### src/hdl/olst_pkg.sv
package olst_pkg;

   // Storage geometry.
   localparam int DEPTH      = 64;
   localparam int DATA_WIDTH = 32;

   // Field widths fixed by the request and response formats.
   localparam int TYPE_W   = 3;
   localparam int VALUE_W  = 32;
   localparam int POS_W    = 6;
   localparam int STAT_W   = 2;
   localparam int FIDX_W   = 6;
   localparam int FCNT_W   = 7;

   // Internal widths derived from the geometry.
   localparam int IDX_W = (DEPTH > 1) ? $clog2(DEPTH) : 1;
   localparam int CNT_W = $clog2(DEPTH + 1);
   localparam int CMP_W = (CNT_W > POS_W) ? CNT_W : POS_W;

   // Request codes.
   typedef enum logic [TYPE_W-1:0] {
      REQ_INS_FRONT = 3'd0,
      REQ_INS_END   = 3'd1,
      REQ_INS_AFTER = 3'd2,
      REQ_DEL_FRONT = 3'd3,
      REQ_DEL_END   = 3'd4,
      REQ_DEL_IDX   = 3'd5,
      REQ_DEL_MATCH = 3'd6,
      REQ_SEARCH    = 3'd7
   } req_code_type;

   // Status codes.
   typedef enum logic [STAT_W-1:0] {
      STAT_OK    = 2'd0,
      STAT_EMPTY = 2'd1,
      STAT_FULL  = 2'd2,
      STAT_MISS  = 2'd3
   } status_type;

   // Memory port commands from the sequencer.
   typedef struct packed {
      logic                  we;
      logic [IDX_W-1:0]      waddr;
      logic [DATA_WIDTH-1:0] wdata;
      logic                  re;
      logic [IDX_W-1:0]      raddr;
   } ram_req_type;

   // Sequencer status seen by the top level.
   typedef struct packed {
      logic             idle;
      logic [CNT_W-1:0] count;
   } ctrl_stat_type;

   // One response as held in the output register.
   typedef struct packed {
      logic [STAT_W-1:0]  status;
      logic [VALUE_W-1:0] data;
      logic [FIDX_W-1:0]  found_index;
      logic [FCNT_W-1:0]  count;
      logic               last;
   } rsp_payload_type;

   // Sign-extend a request value into a stored word.
   function automatic logic [DATA_WIDTH-1:0] make_word(input logic [VALUE_W-1:0] v);
      logic [63:0] ext;
      ext = {{(64-VALUE_W){v[VALUE_W-1]}}, v};
      return ext[DATA_WIDTH-1:0];
   endfunction

   // The data field is the low bits of the stored word.
   function automatic logic [VALUE_W-1:0] word_to_data(input logic [DATA_WIDTH-1:0] w);
      logic [DATA_WIDTH+VALUE_W-1:0] t;
      t = {{VALUE_W{1'b0}}, w};
      return t[VALUE_W-1:0];
   endfunction

   // The index field is the low bits of the list index.
   function automatic logic [FIDX_W-1:0] index_out(input logic [IDX_W-1:0] i);
      logic [IDX_W+FIDX_W-1:0] t;
      t = {{FIDX_W{1'b0}}, i};
      return t[FIDX_W-1:0];
   endfunction

   // The count field is the low bits of the element count.
   function automatic logic [FCNT_W-1:0] count_out(input logic [CNT_W-1:0] c);
      logic [CNT_W+FCNT_W-1:0] t;
      t = {{FCNT_W{1'b0}}, c};
      return t[FCNT_W-1:0];
   endfunction

endpackage

### src/hdl/olst_req_if.sv
interface olst_req_if;
   import olst_pkg::*;

   logic                      valid;
   logic                      ready;
   logic [TYPE_W-1:0]         req_type;
   logic signed [VALUE_W-1:0] value;
   logic [POS_W-1:0]          position;
   logic                      read_all;

   modport source (output valid, req_type, value, position, read_all, input ready);
   modport sink   (input valid, req_type, value, position, read_all, output ready);
endinterface

### src/hdl/olst_rsp_if.sv
interface olst_rsp_if;
   import olst_pkg::*;

   logic                      valid;
   logic                      ready;
   logic [STAT_W-1:0]         status;
   logic signed [VALUE_W-1:0] data;
   logic [FIDX_W-1:0]         found_index;
   logic [FCNT_W-1:0]         count;
   logic                      last;

   modport source (output valid, status, data, found_index, count, last, input ready);
   modport sink   (input valid, status, data, found_index, count, last, output ready);
endinterface

### src/hdl/olst_ram.sv
module olst_ram #(
   parameter int DEPTH_P = 64,
   parameter int WIDTH_P = 32
) (
   input  logic                                            clock,
   input  logic                                            we,
   input  logic [((DEPTH_P > 1) ? $clog2(DEPTH_P) : 1)-1:0] waddr,
   input  logic [WIDTH_P-1:0]                              wdata,
   input  logic                                            re,
   input  logic [((DEPTH_P > 1) ? $clog2(DEPTH_P) : 1)-1:0] raddr,
   output logic [WIDTH_P-1:0]                              rdata
);

   logic [WIDTH_P-1:0] mem [DEPTH_P];
   logic [WIDTH_P-1:0] rdata_ff;

   // One write port.
   always_ff @(posedge clock) begin
      if (we) begin
         mem[waddr] <= wdata;
      end
   end

   // One read port; the data holds while no read is issued.
   always_ff @(posedge clock) begin
      if (re) begin
         rdata_ff <= mem[raddr];
      end
   end

   assign rdata = rdata_ff;

endmodule

### src/hdl/olst_ctrl.sv
module olst_ctrl (
   input  logic                            clock,
   input  logic                            reset,
   olst_req_if.sink                        req_if,
   olst_rsp_if.source                      rsp_if,
   output olst_pkg::ram_req_type           ram_req,
   input  logic [olst_pkg::DATA_WIDTH-1:0] ram_rdata,
   output olst_pkg::ctrl_stat_type         stat
);
   import olst_pkg::*;

   typedef enum logic [7:0] {
      S_IDLE      = 8'b0000_0001,
      S_INS_SHIFT = 8'b0000_0010,
      S_INS_PUT   = 8'b0000_0100,
      S_DEL_SHIFT = 8'b0000_1000,
      S_SCAN      = 8'b0001_0000,
      S_RD_ISSUE  = 8'b0010_0000,
      S_RD_OUT    = 8'b0100_0000,
      S_RESP      = 8'b1000_0000
   } state_type;

   state_type             state_ff, state_in;
   logic [CNT_W-1:0]      count_ff, count_in;
   logic [IDX_W-1:0]      ptr_ff, ptr_in;
   logic [IDX_W-1:0]      at_ff, at_in;
   logic                  issue_ff, issue_in;
   logic                  pend_ff, pend_in;
   logic [IDX_W-1:0]      pend_addr_ff, pend_addr_in;
   logic [DATA_WIDTH-1:0] word_ff, word_in;
   logic [DATA_WIDTH-1:0] removed_ff, removed_in;
   req_code_type          kind_ff, kind_in;
   rsp_payload_type       res_ff, res_in;
   logic                  rsp_valid_ff, rsp_valid_in;
   rsp_payload_type       rsp_ff, rsp_in;

   logic                  accept;
   logic                  slot_free;
   logic [CMP_W-1:0]      pos_ext;
   logic [CMP_W-1:0]      cnt_ext;
   logic [CMP_W-1:0]      ins_at;
   logic                  ptr_is_end;
   logic                  full;

   assign accept    = req_if.valid && req_if.ready;
   assign slot_free = !rsp_valid_ff || rsp_if.ready;
   assign pos_ext   = CMP_W'(req_if.position);
   assign cnt_ext   = CMP_W'(count_ff);
   assign full      = (count_ff == CNT_W'(DEPTH));
   // True when the pointer sits on the last held element.
   assign ptr_is_end = ((CNT_W'(ptr_ff) + CNT_W'(1)) == count_ff);

   // Insert position for the three insert requests.
   always_comb begin
      case (req_code_type'(req_if.req_type))
         REQ_INS_FRONT: ins_at = '0;
         REQ_INS_END:   ins_at = cnt_ext;
         default:       ins_at = pos_ext + CMP_W'(1);
      endcase
   end

   // Sequencer: decodes a request, walks the memory, and loads responses.
   always_comb begin
      state_in     = state_ff;
      count_in     = count_ff;
      ptr_in       = ptr_ff;
      at_in        = at_ff;
      issue_in     = issue_ff;
      pend_in      = pend_ff;
      pend_addr_in = pend_addr_ff;
      word_in      = word_ff;
      removed_in   = removed_ff;
      kind_in      = kind_ff;
      res_in       = res_ff;
      rsp_valid_in = rsp_valid_ff && !rsp_if.ready;
      rsp_in       = rsp_ff;
      ram_req      = '0;

      case (state_ff)
         S_IDLE: begin
            if (accept) begin
               word_in  = make_word(req_if.value);
               kind_in  = req_code_type'(req_if.req_type);
               res_in   = '0;
               res_in.last = 1'b1;
               issue_in = 1'b1;
               pend_in  = 1'b0;
               if (req_if.read_all) begin
                  if (count_ff == '0) begin
                     res_in.status = STAT_EMPTY;
                     state_in      = S_RESP;
                  end else begin
                     ptr_in   = '0;
                     state_in = S_RD_ISSUE;
                  end
               end else if (req_if.req_type inside {REQ_INS_FRONT, REQ_INS_END,
                                                    REQ_INS_AFTER}) begin
                  if (full) begin
                     res_in.status = STAT_FULL;
                     state_in      = S_RESP;
                  end else if (req_if.req_type == REQ_INS_AFTER && count_ff == '0) begin
                     res_in.status = STAT_EMPTY;
                     state_in      = S_RESP;
                  end else if (req_if.req_type == REQ_INS_AFTER && pos_ext >= cnt_ext) begin
                     res_in.status = STAT_MISS;
                     state_in      = S_RESP;
                  end else begin
                     at_in  = ins_at[IDX_W-1:0];
                     ptr_in = IDX_W'(count_ff - CNT_W'(1));
                     // Appending needs no shift.
                     if (ins_at == cnt_ext) begin
                        state_in = S_INS_PUT;
                     end else begin
                        state_in = S_INS_SHIFT;
                     end
                  end
               end else if (count_ff == '0) begin
                  res_in.status = STAT_EMPTY;
                  state_in      = S_RESP;
               end else begin
                  case (req_code_type'(req_if.req_type))
                     REQ_DEL_FRONT: begin
                        at_in    = '0;
                        ptr_in   = '0;
                        state_in = S_DEL_SHIFT;
                     end
                     REQ_DEL_END: begin
                        at_in    = IDX_W'(count_ff - CNT_W'(1));
                        ptr_in   = IDX_W'(count_ff - CNT_W'(1));
                        state_in = S_DEL_SHIFT;
                     end
                     REQ_DEL_IDX: begin
                        if (pos_ext >= cnt_ext) begin
                           res_in.status = STAT_MISS;
                           state_in      = S_RESP;
                        end else begin
                           at_in    = pos_ext[IDX_W-1:0];
                           ptr_in   = pos_ext[IDX_W-1:0];
                           state_in = S_DEL_SHIFT;
                        end
                     end
                     default: begin
                        ptr_in   = '0;
                        state_in = S_SCAN;
                     end
                  endcase
               end
            end
         end

         // Move entries up by one, from the end down to the insert point.
         S_INS_SHIFT: begin
            if (pend_ff) begin
               ram_req.we    = 1'b1;
               ram_req.waddr = pend_addr_ff + IDX_W'(1);
               ram_req.wdata = ram_rdata;
            end
            if (issue_ff) begin
               ram_req.re    = 1'b1;
               ram_req.raddr = ptr_ff;
               pend_in       = 1'b1;
               pend_addr_in  = ptr_ff;
               if (ptr_ff == at_ff) begin
                  issue_in = 1'b0;
               end else begin
                  ptr_in = ptr_ff - IDX_W'(1);
               end
            end else begin
               pend_in = 1'b0;
               if (!pend_ff) begin
                  state_in = S_INS_PUT;
               end
            end
         end

         // Write the new element into the opened gap.
         S_INS_PUT: begin
            ram_req.we         = 1'b1;
            ram_req.waddr      = at_ff;
            ram_req.wdata      = word_ff;
            count_in           = count_ff + CNT_W'(1);
            res_in.status      = STAT_OK;
            res_in.data        = word_to_data(word_ff);
            res_in.found_index = index_out(at_ff);
            state_in           = S_RESP;
         end

         // Read from the delete point to the end; the first word read is the
         // removed one, every later word moves down by one.
         S_DEL_SHIFT: begin
            if (pend_ff) begin
               if (pend_addr_ff == at_ff) begin
                  removed_in = ram_rdata;
               end else begin
                  ram_req.we    = 1'b1;
                  ram_req.waddr = pend_addr_ff - IDX_W'(1);
                  ram_req.wdata = ram_rdata;
               end
            end
            if (issue_ff) begin
               ram_req.re    = 1'b1;
               ram_req.raddr = ptr_ff;
               pend_in       = 1'b1;
               pend_addr_in  = ptr_ff;
               if (ptr_is_end) begin
                  issue_in = 1'b0;
               end else begin
                  ptr_in = ptr_ff + IDX_W'(1);
               end
            end else begin
               pend_in = 1'b0;
               if (!pend_ff) begin
                  count_in           = count_ff - CNT_W'(1);
                  res_in.status      = STAT_OK;
                  res_in.data        = word_to_data(removed_ff);
                  res_in.found_index = index_out(at_ff);
                  state_in           = S_RESP;
               end
            end
         end

         // Linear search for the first match, one read per cycle.
         S_SCAN: begin
            if (pend_ff && ram_rdata == word_ff) begin
               if (kind_ff == REQ_SEARCH) begin
                  res_in.status      = STAT_OK;
                  res_in.data        = word_to_data(ram_rdata);
                  res_in.found_index = index_out(pend_addr_ff);
                  state_in           = S_RESP;
               end else begin
                  at_in    = pend_addr_ff;
                  ptr_in   = pend_addr_ff;
                  issue_in = 1'b1;
                  state_in = S_DEL_SHIFT;
               end
               pend_in = 1'b0;
            end else if (issue_ff) begin
               ram_req.re    = 1'b1;
               ram_req.raddr = ptr_ff;
               pend_in       = 1'b1;
               pend_addr_in  = ptr_ff;
               if (ptr_is_end) begin
                  issue_in = 1'b0;
               end else begin
                  ptr_in = ptr_ff + IDX_W'(1);
               end
            end else begin
               pend_in       = 1'b0;
               res_in.status = STAT_MISS;
               state_in      = S_RESP;
            end
         end

         // Read-out: fetch one element.
         S_RD_ISSUE: begin
            ram_req.re    = 1'b1;
            ram_req.raddr = ptr_ff;
            state_in      = S_RD_OUT;
         end

         // Read-out: hand the element over once the output register is free.
         S_RD_OUT: begin
            if (slot_free) begin
               rsp_valid_in       = 1'b1;
               rsp_in.status      = STAT_OK;
               rsp_in.data        = word_to_data(ram_rdata);
               rsp_in.found_index = index_out(ptr_ff);
               rsp_in.count       = count_out(count_ff);
               rsp_in.last        = ptr_is_end;
               if (ptr_is_end) begin
                  state_in = S_IDLE;
               end else begin
                  ptr_in   = ptr_ff + IDX_W'(1);
                  state_in = S_RD_ISSUE;
               end
            end
         end

         // Single response of a request.
         S_RESP: begin
            if (slot_free) begin
               rsp_valid_in = 1'b1;
               rsp_in       = res_ff;
               rsp_in.count = count_out(count_ff);
               state_in     = S_IDLE;
            end
         end

         default: begin
            state_in = S_IDLE;
         end
      endcase
   end

   // Control state.
   always_ff @(posedge clock) begin
      if (reset) begin
         state_ff     <= S_IDLE;
         count_ff     <= '0;
         issue_ff     <= 1'b0;
         pend_ff      <= 1'b0;
         rsp_valid_ff <= 1'b0;
      end else begin
         state_ff     <= state_in;
         count_ff     <= count_in;
         issue_ff     <= issue_in;
         pend_ff      <= pend_in;
         rsp_valid_ff <= rsp_valid_in;
      end
   end

   // Payload and pointers.
   always_ff @(posedge clock) begin
      ptr_ff       <= ptr_in;
      at_ff        <= at_in;
      pend_addr_ff <= pend_addr_in;
      word_ff      <= word_in;
      removed_ff   <= removed_in;
      kind_ff      <= kind_in;
      res_ff       <= res_in;
      rsp_ff       <= rsp_in;
   end

   assign req_if.ready       = (state_ff == S_IDLE);
   assign rsp_if.valid       = rsp_valid_ff;
   assign rsp_if.status      = rsp_ff.status;
   assign rsp_if.data        = rsp_ff.data;
   assign rsp_if.found_index = rsp_ff.found_index;
   assign rsp_if.count       = rsp_ff.count;
   assign rsp_if.last        = rsp_ff.last;
   assign stat.idle          = (state_ff == S_IDLE);
   assign stat.count         = count_ff;

endmodule

### src/hdl/ordered_list_store.sv
// Bounded ordered list of signed words held in one single-port-read,
// single-port-write memory.
// The req_if channel takes one request: insert at front, at end or after an
// index, delete from front, from end, at an index or the first match, search
// for the first match, or (read_all set) read out every element.
// The rsp_if channel returns one response per request, or one per element for
// a read-out, with last set on the final one. Each response carries status,
// data, index and the element count after the request.
// Requests are taken one at a time; ready is high only while the sequencer
// is idle. With the receiver ready, how long a request holds the sequencer
// is set by the one memory read port walking the entries, so it grows with
// the element count. The final response becomes valid in the same cycle
// that ready rises again.
// The response sits in an output register, so a new request is taken while
// the last response still waits; a stalled receiver only holds the sequencer
// when it has a further response to hand over.
// Synchronous reset empties the list at once; the memory contents are not
// cleared, since only entries below the count are ever read.
module ordered_list_store (
   input  logic       clock,
   input  logic       reset,
   olst_req_if.sink   req_if,
   olst_rsp_if.source rsp_if
);
   import olst_pkg::*;

   ram_req_type           ram_req;
   logic [DATA_WIDTH-1:0] ram_rdata;
   ctrl_stat_type         stat;

   // Request sequencer and output register.
   olst_ctrl u_ctrl (
      .clock     (clock),
      .reset     (reset),
      .req_if    (req_if),
      .rsp_if    (rsp_if),
      .ram_req   (ram_req),
      .ram_rdata (ram_rdata),
      .stat      (stat)
   );

   // Element storage.
   olst_ram #(
      .DEPTH_P (DEPTH),
      .WIDTH_P (DATA_WIDTH)
   ) u_ram (
      .clock (clock),
      .we    (ram_req.we),
      .waddr (ram_req.waddr),
      .wdata (ram_req.wdata),
      .re    (ram_req.re),
      .raddr (ram_req.raddr),
      .rdata (ram_rdata)
   );

   // Shifts never write the entry they are reading in the same cycle.
   assert property (@(posedge clock) disable iff (reset)
      ram_req.we && ram_req.re |-> ram_req.waddr != ram_req.raddr)
      else $error("memory read and write collide on one entry");

   // The element count never passes the capacity.
   assert property (@(posedge clock) disable iff (reset)
      stat.count <= CNT_W'(DEPTH))
      else $error("element count above capacity");

   // An accepted request takes the sequencer out of idle.
   assert property (@(posedge clock) disable iff (reset)
      req_if.valid && req_if.ready |=> !req_if.ready)
      else $error("second request taken while one is in progress");

   // The memory is written only while a request is in progress.
   assert property (@(posedge clock) disable iff (reset)
      ram_req.we |-> !stat.idle)
      else $error("memory written while idle");

endmodule
### src/flat_wrapper.sv
// flat-port wrapper written by rule: the top's interface ports become plain ports
module ordered_list_store_flat import olst_pkg::*;
  (clock, reset, req_if_valid, req_if_req_type, req_if_value, req_if_position, req_if_read_all, req_if_ready, rsp_if_valid, rsp_if_status, rsp_if_data, rsp_if_found_index, rsp_if_count, rsp_if_last, rsp_if_ready);
  olst_req_if req_if_i ();
  olst_rsp_if rsp_if_i ();
  input  logic clock;
  input  logic reset;
  input wire logic [$bits(req_if_i.valid)-1:0] req_if_valid;
  input wire logic [$bits(req_if_i.req_type)-1:0] req_if_req_type;
  input wire logic [$bits(req_if_i.value)-1:0] req_if_value;
  input wire logic [$bits(req_if_i.position)-1:0] req_if_position;
  input wire logic [$bits(req_if_i.read_all)-1:0] req_if_read_all;
  output wire logic [$bits(req_if_i.ready)-1:0] req_if_ready;
  output wire logic [$bits(rsp_if_i.valid)-1:0] rsp_if_valid;
  output wire logic [$bits(rsp_if_i.status)-1:0] rsp_if_status;
  output wire logic [$bits(rsp_if_i.data)-1:0] rsp_if_data;
  output wire logic [$bits(rsp_if_i.found_index)-1:0] rsp_if_found_index;
  output wire logic [$bits(rsp_if_i.count)-1:0] rsp_if_count;
  output wire logic [$bits(rsp_if_i.last)-1:0] rsp_if_last;
  input wire logic [$bits(rsp_if_i.ready)-1:0] rsp_if_ready;
  assign req_if_i.valid = req_if_valid;
  assign req_if_i.req_type = req_if_req_type;
  assign req_if_i.value = req_if_value;
  assign req_if_i.position = req_if_position;
  assign req_if_i.read_all = req_if_read_all;
  assign req_if_ready = req_if_i.ready;
  assign rsp_if_valid = rsp_if_i.valid;
  assign rsp_if_status = rsp_if_i.status;
  assign rsp_if_data = rsp_if_i.data;
  assign rsp_if_found_index = rsp_if_i.found_index;
  assign rsp_if_count = rsp_if_i.count;
  assign rsp_if_last = rsp_if_i.last;
  assign rsp_if_i.ready = rsp_if_ready;
  ordered_list_store u_core (.clock(clock), .reset(reset), .req_if(req_if_i), .rsp_if(rsp_if_i));
endmodule
### config.mk
export PLATFORM = sky130hd
export DESIGN_NAME = ordered_list_store_flat
export DESIGN_NICKNAME = d
export VERILOG_FILES = /design/src/hdl/olst_pkg.sv /design/src/hdl/olst_req_if.sv /design/src/hdl/olst_rsp_if.sv /design/src/hdl/olst_ram.sv /design/src/hdl/olst_ctrl.sv /design/src/hdl/ordered_list_store.sv /design/src/flat_wrapper.sv
export SDC_FILE = /design/constraint.sdc
export NUM_CORES = 2
export LEC_CHECK = 0
export ABC_AREA = 0
export BUFFER_PORTS_ARGS = -buffer_cell sky130_fd_sc_hd__buf_2
export CORE_MARGIN = 5
export CORE_UTILIZATION = 35
export DETAILED_ROUTE_END_ITERATION = 10
export GPL_TIMING_DRIVEN = 1
export HOLD_SLACK_MARGIN = 0.15
export MAX_ROUTING_LAYER = met4
export PLACE_DENSITY = 0.49
export SKIP_LAST_GASP = 1
export SLEW_MARGIN = 20
export SYNTH_ARGS = -nofsm -noshare
export SYNTH_HDL_FRONTEND = slang
export SYNTH_SLANG_ARGS = --single-unit
### constraint.sdc
create_clock -name clock -period 10.6 [get_ports clock]
set_clock_uncertainty 0.15 [all_clocks]
set_input_delay 0 -clock clock [delete_from_list [all_inputs] [get_ports clock]]
set_output_delay 0 -clock clock [all_outputs]
set_load 0.005 [all_outputs]
# Yosys cells after proc, flatten, opt, wreduce, memory -nomap -nowiden
# Memory sizes are Yosys's and may differ from the RTL's. A register that Yosys moved wholly into a read port is not among the register bits.
# Index checks and enable logic that the tools add are counted.
# totals
regBits	191
ram_bits	2048
inputBits	46
out_inout_bits	50
word_cells	211
n_memories	1
# classes
addsub	8
n_lt_le_gt_ge	1
n_eq_ne	48
mux	100
reduce_logical	34
# mem_list
name	depth	width	read_ports	rd_clocked_by_memory_dff	write_ports	line	text
u_core.u_ram.mem	64	32	1	1	1	olst_ram.sv:14	logic [WIDTH_P-1:0] mem [DEPTH_P];
# ops
cell	n
$mux 6	27
$pmux 40 s4	1
$mux 48	3
$mux 8	18
$mux 40	3
$mux 39	3
$pmux 39 s3	1
$pmux 48 s2	1
$pmux 8 s8	1
$mux 38	1
$pmux 6 s2	3
$eq 32x32->1	1
$pmux 6 s5	1
$mux 7	4
$pmux 7 s2	2
$ne 2x2->1 const B	13
$ne 3x3->1 const B	7
$pmux 7 s3	1
$mux 2	10
$pmux 6 s3	1
$ne 4x4->1 const B	4
$pmux 8 s2	1
$mux 1	15
$add 6x1->7 const B	2
42 further kinds	67

# Logic depth before layout (Yosys ltp)
# depth
word_depth	11
ltp_mapped	15
depth_no_buf	11

# By module
# From an unflattened synthesis, not the netlist that was laid out.
# unflattened
hier_cells	4509
hier_area_um2	89713.5
# by_module_without_submodules
module	n_inst	cells_each	area_each_um2	seq_area_each_um2
olst_ram	1	3511	79359.9	62459.9
olst_ctrl	1	998	10353.7	5555.3

# Worst setup path before layout
# OpenSTA, ideal clock, no wires.
# synth_timing
path_kind	flip-flop to flip-flop
start	register u_core.u_ram.rdata_ff[23] (netlist: u_core.u_ram.rdata[23]) (read register of u_core.u_ram.mem)
end	register u_core.u_ctrl.res_ff[10] (netlist name), enable pin
setup_time_ps	481
t_arrival_ps	4210
t_required_ps	9969
setup_slack_ps	5760
path_stages_with_launch	8
n_path_buf	1
period_less_slack_ps	4840
cell_sequence	edfxtp_1 xor2_1 nor4_1 nand4_1 and4b_1 clkbuf_1 a41oi_1 nor3_1
# synth_via
elab_chain_cells	4
# synth_lines
item	line	text
start: declaration	olst_ram.sv:15	logic [WIDTH_P-1:0] rdata_ff;
$eq 32x32->1	olst_ctrl.sv:224	if (pend_ff && ram_rdata == word_ff) begin
$logic_and 1x1->1	olst_ctrl.sv:224	
$ne 2x2->1 (no line)	-	
$reduce_and 6->1 (no line)	-	
end signal: assignment	olst_ctrl.sv:320	res_ff <= res_in;
end: declaration	olst_ctrl.sv:33	rsp_payload_type res_ff, res_in;
# No other way between the ends.
# A chain may end at the register's enable or synchronous reset.

# Final worst setup path
# layout_timing
start	register u_core.u_ram.rdata_ff[4] (netlist: u_core.u_ram.rdata[4]) (read register of u_core.u_ram.mem)
end	register u_core.u_ram.rdata_ff[29] (netlist: u_core.u_ram.rdata[29]) (read register of u_core.u_ram.mem) (data pin)
# layout_via
elab_chain_cells	4
# layout_lines
item	line	text
$eq 32x32->1	olst_ctrl.sv:224	
$logic_and 1x1->1	olst_ctrl.sv:224	
$mux 7	olst_ctrl.sv:224	
$pmux 7 s3	olst_ctrl.sv:79	case (state_ff)
# No other way between the ends.

==> metrics.csv <==
stage,metric,value,unit
placement,placed_cells_incl_taps,8527,
synth,async_flop_share,0,
setup_path,crit_path_end_kind,flop,
timing,setup_violations,0,
clock_network,clock-sinks,2271,
cells_and_area,finalInstanceArea,103600,µm²
synth,synth_warnings,0,
setup_path,crit_type,flop to flop,
setup_path,crit_path_start_kind,flop,
pwr,swShare,0.2311,
clock_network,clk_pin_slew,0.07,ns
floorplanning,die_area,266600,µm²
detailed_routing,routed-via-count,50825,
global_routing,antenna_found_initial,6,
floorplanning,ios,96,
synth,syn_area,89720,µm²
synth,ys_ff_latch,2271,
pwr,combPwrFrac,0.076,
timing,tns,0,ns
pwr,p_int,14.92,mW
timing,rsz0062_at_grt,no,
setup_path,crit_path_cell_trace,"xor2_1, nor4_1, nand4_1, nand4b_1, nand2_1, inv_2, nand3_4, buf_4, a31oi_1, nor4_1, buf_4, mux2_2",
synth,synth.net_count,5279,
placement,io_buffers,95,
pwr,power_frac_seq,0.512,
cells_and_area,layout_common_cells,"2253 x edfxtp_1, 458 x mux2i_1, 316 x mux2_2, 283 x a2bb2oi_1, 227 x clkbuf_16",
floorplanning,die_h,516.3,µm
setup_path,crit_fanout,25,
global_routing,grt_overflow_total,0,
clock_network,post_cts_resized,0,
global_routing,grt_max_degree,134,
detailed_routing,ant_nets,0,
clock_network,h-tree-depth,4,
timing,tightestPinTransition,1.237,ns
cells_and_area,layout-drive-gt1-share,0.1835,
clock_network,clk_latency,0.89,ns
timing,relSlewSlack,0.1753,
timing,drv_slew,0,
synth,synthCells,5220,
floorplanning,coreArea,254600,µm²
global_routing,grt_pass1_wl,397200,µm
floorplanning,die_w,516.3,µm
pwr,clkPwrFrac,0.413,
setup_path,max_stage_delay,0.94,ns
clock_network,cts_tree,built,
detailed_routing,wl_per_cell,31.60,µm
synth,synth_area_per_cell,17.19,µm²
min_path,min_path_type,input pin to flop,
cells_and_area,fin_cells,9056,
pwr,switching_power,4.482,mW
status,outcome,"complete, no violations",
detailed_routing,drc,0,
pwr,leakage,28.87,nW
detailed_routing,first_iter_violations,5522,
setup_path,slowest_stage,nand2_1,
detailed_routing,drt-pass1-iter-count,8,
cells_and_area,fill_cells,22898,
timing,max_freq,156.3,MHz
synth,synth-seq-area-share,0.7581,
placement,gp_congestion,0.8742,
global_routing,gr-usage-all-layers,0.2157,
floorplanning,rows,185,
cells_and_area,final_common_cell,edfxtp_1,
synth,synth-main-ff-cell,edfxtp_1,
timing,hold_viol,0,
clock_network,cts-root-buf,clkbuf_16,
setup_path,crit_required,11.21,ns
synth,ys_types,74,
cells_and_area,areaGrowthSynthToFinish,15.48,%
timing,fin_crit,6.397,ns
clock_network,clockBufferDepth,3,
pwr,power.density,187.2,nW/µm²
detailed_routing,drt_wl_total,286200,µm
synth,synth_edf_count,2253,
job,cap_violations,0,
clock_network,cts_made_buffers,227,
pwr,ir_drop,0.1769,mV
placement,dp_hpwl,151900,µm
setup_path,worstPathArrival,7.01,ns
global_routing,grt_pass1_vias,49546,
placement,placed_area,95160,µm²
detailed_routing,routed_via_density,5.612,
cells_and_area,nNetsFinal,5550,
floorplanning,start_util,0.3524,
timing,finalCritPeriodShare,0.6035,
[power by group through the flow]
stage	combinational (mW)	clock (mW)	sequential, mW
after floorplan	1.01	0	10.1
after global placement	1.45	0	10.1
after detailed placement	1.44	0	10.1
after CTS	1.48	8.15	9.92
after global routing	1.53	8.52	9.93
final	1.47	8.00	9.92
[worst max-delay path: cells and delay by family, from the launching register on]
family / cells / cell delay [ns]
AOI/OAI and AO/OA: 1 / 0.09
buffers and inverters: 3 / 1.26
and+or+nand+nor: 6 / 3.62
xor gates and xnor gates: 1 / 0.31
DFF: 1 / 0.56
muxes: 1 / 0.15
[layout make-up]
class	count	area, µm²	share of cell area
repair buffers	354	2810	0.02712
clock buffers	279	5916	0.05710
diodes	5	12.51	0.0001208
multi-input cells	2582	20980	0.2025
inverters	55	206.4	0.001993
well taps	3366	4212	0.04065
clock inverters	144	1459	0.01408
flip-flops and latches	2271	68020	0.6565
[cells in the mapped netlist, types with 37 or more instances]
master / number / area share
a31oi_1: 151 / 0.011
inv_1: 52 / 0.0022
mux2_2: 316 / 0.040
clkbuf_1: 196 / 0.0082
nand2_1: 215 / 0.0090
buf_2: 72 / 0.0040
o22ai_1: 205 / 0.014
edfxtp_1: 2253 / 0.75
a22o_1: 37 / 0.0036
mux2i_1: 458 / 0.051
a2bb2oi_1: 283 / 0.028
and2_1: 45 / 0.0031
nor2_1: 205 / 0.0086
a21oi_1: 67 / 0.0037
xnor2_1: 43 / 0.0042
a211oi_1: 48 / 0.0040
o31ai_1: 95 / 0.0079
xor2_1: 37 / 0.0036
[registers in the layout (all words and copies together), names as in the netlist]
| register | count |
|---|---|
| u_core.u_ctrl.rsp_if.data | 32 |
| u_core.u_ctrl.removed_ff | 32 |
| u_core.u_ctrl.word_ff | 32 |
| u_core.u_ram.rdata | 32 |
| u_core.u_ctrl.res_ff | 40 |
| u_core.u_ctrl.cnt_ext | 7 |
| u_core.u_ctrl.ptr_ff | 6 |
| u_core.u_ctrl.rsp_if.last | 1 |
| u_core.u_ctrl.pend_addr_ff | 6 |
| u_core.u_ctrl.rsp_if.valid | 1 |
| u_core.u_ctrl.pend_ff | 1 |
| u_core.u_ctrl.at_ff | 6 |
| u_core.u_ctrl.state_ff | 8 |
| u_core.u_ctrl.rsp_if.count | 7 |
| u_core.u_ram.mem | 2048 |
| u_core.u_ctrl.rsp_if.found_index | 6 |
| u_core.u_ctrl.issue_ff | 1 |
| u_core.u_ctrl.rsp_if.status | 2 |
| u_core.u_ctrl.kind_ff | 3 |
[logic make-up after synthesis]
group,after synthesis,share of synthesized area
simple gates,670,0.03620
mux,792,0.09515
fa+ha+maj,13,0.001813
xor+xnor,80,0.007810
buf+inv,367,0.01669
flops,2271,0.7581
compound gates,1027,0.08425
[final timing paths]
path | start | endpoint | slack (ns) | cells past startpoint
max reg2reg | u_core.u_ram.rdata[4] | u_core.u_ram.rdata[29] | 4.20 | 12
min reg2reg | u_core.u_ctrl.removed_ff[7] | u_core.u_ctrl.res_ff[21] | 0.40 | 2
min | req_if_valid | u_core.u_ctrl.ptr_ff[1] | 0.22 | 4
max | u_core.u_ram.rdata[4] | u_core.u_ram.rdata[29] | 4.20 | 12
[layer usage]
layer,vias to the layer above,wire length (µm),track usage
met5,-,0,-
met2,1998,135300,0.3407
met3,381,17870,0.03065
met1,26819,126900,0.2987
met4,0,6003,0.04671
li1,21627,-,-
[through the flow]
step	hold WS, ns	total power [mW]	utilization	setup slack [ns]
2_1_floorplan	-0.05113	11.10	-	5.760
3_3_place_gp	0.06223	11.56	0.3734	3.803
3_5_place_dp	0.04901	11.55	0.3737	4.280
4_1_cts	0.1543	19.54	0.4067	4.255
5_1_grt	0.2242	19.98	0.4069	3.972
6_report	0.2217	19.40	0.4069	4.203
[repair_timing]
action,CTS,global route
endpoints found under the hold margin,202,0
setup buffers,0,0
hold buffers,101,0
No activity file was read; power rests on OpenSTA's default activity.
